--- config.mk ---
export PLATFORM = sky130hd
export DESIGN_NAME = rps_ctrl
export DESIGN_NICKNAME = d
export VERILOG_FILES = /design/src/hdl/random_permutation_shuffle_unit_macros.svh /design/src/hdl/rps_pkg.sv /design/src/hdl/rps_ctrl.sv
export SDC_FILE = /design/constraint.sdc
export NUM_CORES = 1
export LEC_CHECK = 0
export BUFFER_PORTS_ARGS = -buffer_cell sky130_fd_sc_hd__buf_2
export CORE_AREA = 5 5 42 44
export CTS_CLUSTER_SIZE = 8
export DETAILED_ROUTE_END_ITERATION = 10
export DIE_AREA = 0 0 47 49
export HOLD_SLACK_MARGIN = 0.15
export SYNTH_ARGS = -nofsm -noshare
export SYNTH_HDL_FRONTEND = slang
export SYNTH_SLANG_ARGS = --single-unit
--- constraint.sdc ---
create_clock -name clock -period 2.2 [get_ports clock]
set_clock_uncertainty 0.15 [all_clocks]
set_input_delay 0.66 -clock clock [delete_from_list [all_inputs] [get_ports clock]]
set_output_delay 0.66 -clock clock [all_outputs]
set_load 0.03 [all_outputs]
--- src/hdl/random_permutation_shuffle_unit_macros.svh ---
// Assertion helpers for the shuffle unit, clocked on clock, quiet in reset.
`ifndef RANDOM_PERMUTATION_SHUFFLE_UNIT_MACROS_SVH
`define RANDOM_PERMUTATION_SHUFFLE_UNIT_MACROS_SVH

// same-cycle implication
`define RPS_ASSERT_IMPL(label, ante, cons, msg) \
   label: assert property (@(posedge clock) disable iff (reset) (ante) |-> (cons)) \
      else $error(msg);

// next-cycle implication
`define RPS_ASSERT_NEXT(label, ante, cons, msg) \
   label: assert property (@(posedge clock) disable iff (reset) (ante) |=> (cons)) \
      else $error(msg);

`endif

--- src/hdl/rps_pkg.sv ---
`timescale 1ns / 1ps
`default_nettype none

package rps_pkg;

   localparam int MAX_ELEMENTS = 1024;
   localparam int ADDR_W       = $clog2(MAX_ELEMENTS);
   localparam int CNT_W        = $clog2(MAX_ELEMENTS + 1);

   // fixed field widths
   localparam int LEN_W   = 11;
   localparam int FRAC_W  = 31;
   localparam int VALUE_W = 11;
   localparam int POS_W   = 10;

   localparam int PROD_W  = CNT_W + FRAC_W;

   // per-permutation tag held with each stored entry; tag 0 means cleared
   localparam int EPOCH_W = 8;

   localparam logic [LEN_W-1:0] LEN_RESET = LEN_W'(1024);

   typedef enum logic [2:0] {
      ST_INIT_CLEAR,
      ST_IDLE,
      ST_WRAP_CLEAR,
      ST_CALC,
      ST_WRITE
   } state_type;

   typedef struct packed {
      logic accept;      // latch request, compute product
      logic clear_step;  // write one cleared tag
      logic calc;        // form partner index, read both entries
      logic finish;      // write partner entry, load result
   } cmd_type;

   typedef struct packed {
      logic start_new;   // next request begins a permutation
      logic epoch_full;  // tag space used up
      logic clear_last;  // clearing pass at final entry
      logic out_free;    // result register can take a value
   } status_type;

   typedef struct packed {
      logic [EPOCH_W-1:0] tag;
      logic [CNT_W-1:0]   value;
   } entry_type;

endpackage

`default_nettype wire

--- src/hdl/rps_ctrl.sv ---
`timescale 1ns / 1ps
`default_nettype none

module rps_ctrl (
   input  wire logic               clock,
   input  wire logic               reset,
   input  wire logic               req_valid,
   output logic                    req_ready,
   input  rps_pkg::status_type     status,
   output rps_pkg::cmd_type        cmd
);

   rps_pkg::state_type state_ff;
   rps_pkg::state_type state_in;

   always_ff @(posedge clock) begin
      if (reset) begin
         state_ff <= rps_pkg::ST_INIT_CLEAR;
      end else begin
         state_ff <= state_in;
      end
   end

   always_comb begin
      state_in = state_ff;
      unique case (state_ff)
         rps_pkg::ST_INIT_CLEAR: begin
            if (status.clear_last) state_in = rps_pkg::ST_IDLE;
         end
         rps_pkg::ST_IDLE: begin
            if (req_valid) begin
               if (status.start_new && status.epoch_full) begin
                  state_in = rps_pkg::ST_WRAP_CLEAR;
               end else begin
                  state_in = rps_pkg::ST_CALC;
               end
            end
         end
         rps_pkg::ST_WRAP_CLEAR: begin
            if (status.clear_last) state_in = rps_pkg::ST_CALC;
         end
         rps_pkg::ST_CALC: begin
            state_in = rps_pkg::ST_WRITE;
         end
         rps_pkg::ST_WRITE: begin
            if (status.out_free) state_in = rps_pkg::ST_IDLE;
         end
         default: begin
            state_in = rps_pkg::ST_INIT_CLEAR;
         end
      endcase
   end

   always_comb begin
      cmd       = '0;
      req_ready = 1'b0;
      unique case (state_ff)
         rps_pkg::ST_INIT_CLEAR,
         rps_pkg::ST_WRAP_CLEAR: begin
            cmd.clear_step = 1'b1;
         end
         rps_pkg::ST_IDLE: begin
            req_ready  = 1'b1;
            cmd.accept = req_valid;
         end
         rps_pkg::ST_CALC: begin
            cmd.calc = 1'b1;
         end
         rps_pkg::ST_WRITE: begin
            cmd.finish = status.out_free;
         end
         default: begin
            cmd = '0;
         end
      endcase
   end

endmodule

`default_nettype wire

==> metrics <==
HPWL Detailed ~400 um; min Tclk post-route 2030 ps; Largest Register state_ff; Max Cap Violations 0; Post-Synth Adder-Cell Area 0; Layout Utilization 0.208; crit path max fanout 9; P&R area growth vs syn 47.5%; critical path class flop to output pin; post-synthesis mux area share 0.108; Non-Filler Instances between 50 and 60; slowest CP cell dfxtp_1; setup ws final ~170 ps; Via density roughly 4.0; vias in the first global route 211; Clk network pwr share 0.437; largest net degree at the start of global routing 10; WP buf/inv 1; vias approximately 210; Slew HR 0.832; period utilization 0.921; IO Port Bufs 11; Final ANT Viol Nets 0; Slew @ Worst Pin 248 ps; gp weighted congestion ~0.57; Die Height 49 um; Core Region 1400 um^2; Mean Syn Cell Area 8.99 um^2; PwrDens between 700 and 800 nW/um^2; num rows 14; post-cts sizing count 0; Seq pwr share 0.310; drt drc 0; Max Fclk a little under 500 MHz; CP top delay family flip-flops; count of final hold-check violations 0; slowest stage delay, CP about 450 ps; antenna cells 0; Starting Density 0.141; Synth Warn # 0; Hold Path Class flop to flop; worst endpoint data arrival time between 1000 and 1500 ps; Fill cells roughly 170; Wirelength per Cell 8.69 um; Pint 152 uW; post-synth top area share 0.304; # hold bufs at CTS 0; clock buffer count from CTS 3; top post-synthesis cells by area dfxtp_1 (30%), nor2_1 (9.5%), o32ai_2 (8.2%), and4bb_2 (6.3%), mux2_2 (5.7%); total wire length about 450 um; Synth Instances 22; FF+latch area approximately 60 um^2; CP Capture Type output pin; Post-Syn Area a little under 200 um^2; layout cells sized above 1 0.528; register area share after synthesis 0.304; Largest regs state_ff x3; Pleak approximately 0.13 nW; count of state elements after synthesis 3; setup TNS 0 ps; starting DRC count in detailed routing 0; clock latency on the worst-skew pair around 230 ps; area of the multi-input gates 130 um^2; Netlist cell types 16; full die area 2300 um^2; first-pass GRT wire length ~750 um; initial antenna violation count 0; clk slew on worst S/H paths 40 ps; Comb pwr share 0.253; CTS H-Tree Depth 1; area fraction in compound gates after synthesis 0.146; Final Setup Violations 0; Max Root-Sink Buffers 2; Max VDD drop 0.000133 V; pre-CTS worst setup slack ~230 ps; GRT Overall Usage 0.0486; Synth area leader dfxtp_1; XOR/XNOR Fraction of Synth Area 0; post-layout net count between 40 and 50; RSZ-0062 raised after global routing no; simple-gate area share of the yosys netlist 0.405; max reg flops 3; Placed Cells 48; grt total ovfl 0; iteration count of the initial detailed-routing pass 1; CP Cell Sequence nand2b_1 -> nor2_1 -> and2_1 -> buf_2; CTS root buffer clkbuf_4; TritonCTS clock tree yes; Hold Slack ~470 ps; clock sink count 3; I/O Pins 12; P_sw ~68 uW; CP required 1390 ps; startpoint types flop; setup bufs post-CTS 0; sw frac 0.309; largest family of logic cells by synthesized area simple AND/OR/NAND/NOR gates; final slew viol count 0; Mapped Nets 29; status finished, final reports clean; Die W 47 um
-- cell usage in the layout, fill, tap and decap left out --
cell / n
nor2_1: 5
and3b_2: 1
o21a_1: 1
and2_1: 1
mux2i_1: 1
clkbuf_4: 3
dfxtp_1: 3
and4bb_2: 1
o32ai_2: 1
nand3b_1: 1
nand2b_1: 1
nor4b_1: 1
or2_2: 1
nand2_1: 1
clkbuf_1: 1
buf_2: 11
mux2_2: 1
a21oi_1: 1
-- cell type report --
class / instances / area share
timing repair buffer: 11 / 0.189
tap: 16 / 0.0687
multi-input combinational: 18 / 0.446
sequential: 3 / 0.206
clock buffer: 4 / 0.0901
-- path summary, 6_finish.rpt --
| check | from | endpoint | slack, ps | cells past startpoint |
|---|---|---|---|---|
| worst min-delay path | state_ff[1]$_SDFFE_PP0P_ | state_ff[0]$_SDFFE_PP0P_ | 470 | 1 |
| worst min register to register | state_ff[1]$_SDFFE_PP0P_ | state_ff[0]$_SDFFE_PP0P_ | 470 | 1 |
| worst max-delay path | state_ff[0]$_SDFFE_PP0P_ | cmd[3] | 170 | 4 |
| worst max register to register | state_ff[0]$_SDFFE_PP0P_ | state_ff[0]$_SDFFE_PP0P_ | 1040 | 3 |
-- layer usage --
metal,global-route usage,wire [um]
met1,0.0373,142
met2,0.0747,254
met3,0.0369,55
met4,0.0415,0
met5,0,0
-- power groups by stage --
stage	Combinational (mW)	Sequential, mW	Clock [mW]
after global routing	0.0603	0.0701	0.108
final	0.0555	0.0681	0.0959
after global placement	0.0557	0.0693	0
after detailed placement	0.0565	0.0693	0
after floorplan	0.0471	0.0634	0
after CTS	0.0567	0.0684	0.101
-- metrics by stage --
step / power, mW / instance area (um^2)
floorplan: 0.110 / 198
global placement: 0.125 / 265
detailed placement: 0.126 / 265
CTS: 0.226 / 292
global route: 0.239 / 292
finish: 0.220 / 292
-- cell families (layout without fill, tap and decap cells) --
family | Yosys count | after routing
simple gates | 13 | 13
flops | 3 | 3
mux | 2 | 2
compound gates | 3 | 3
buf+inv | 1 | 15
-- synthesized netlist by cell type --
master    instances
buf_4             1
nand2_1           1
nand3b_1          1
and3b_2           1
nor2_1            5
nor4b_1           1
a21oi_1           1
mux2i_1           1
mux2_2            1
and4bb_2          1
dfxtp_1           3
and2_1            1
o32ai_2           1
or2_2             1
nand2b_1          1
o21a_1            1
(Power assumes the default switching activity.)
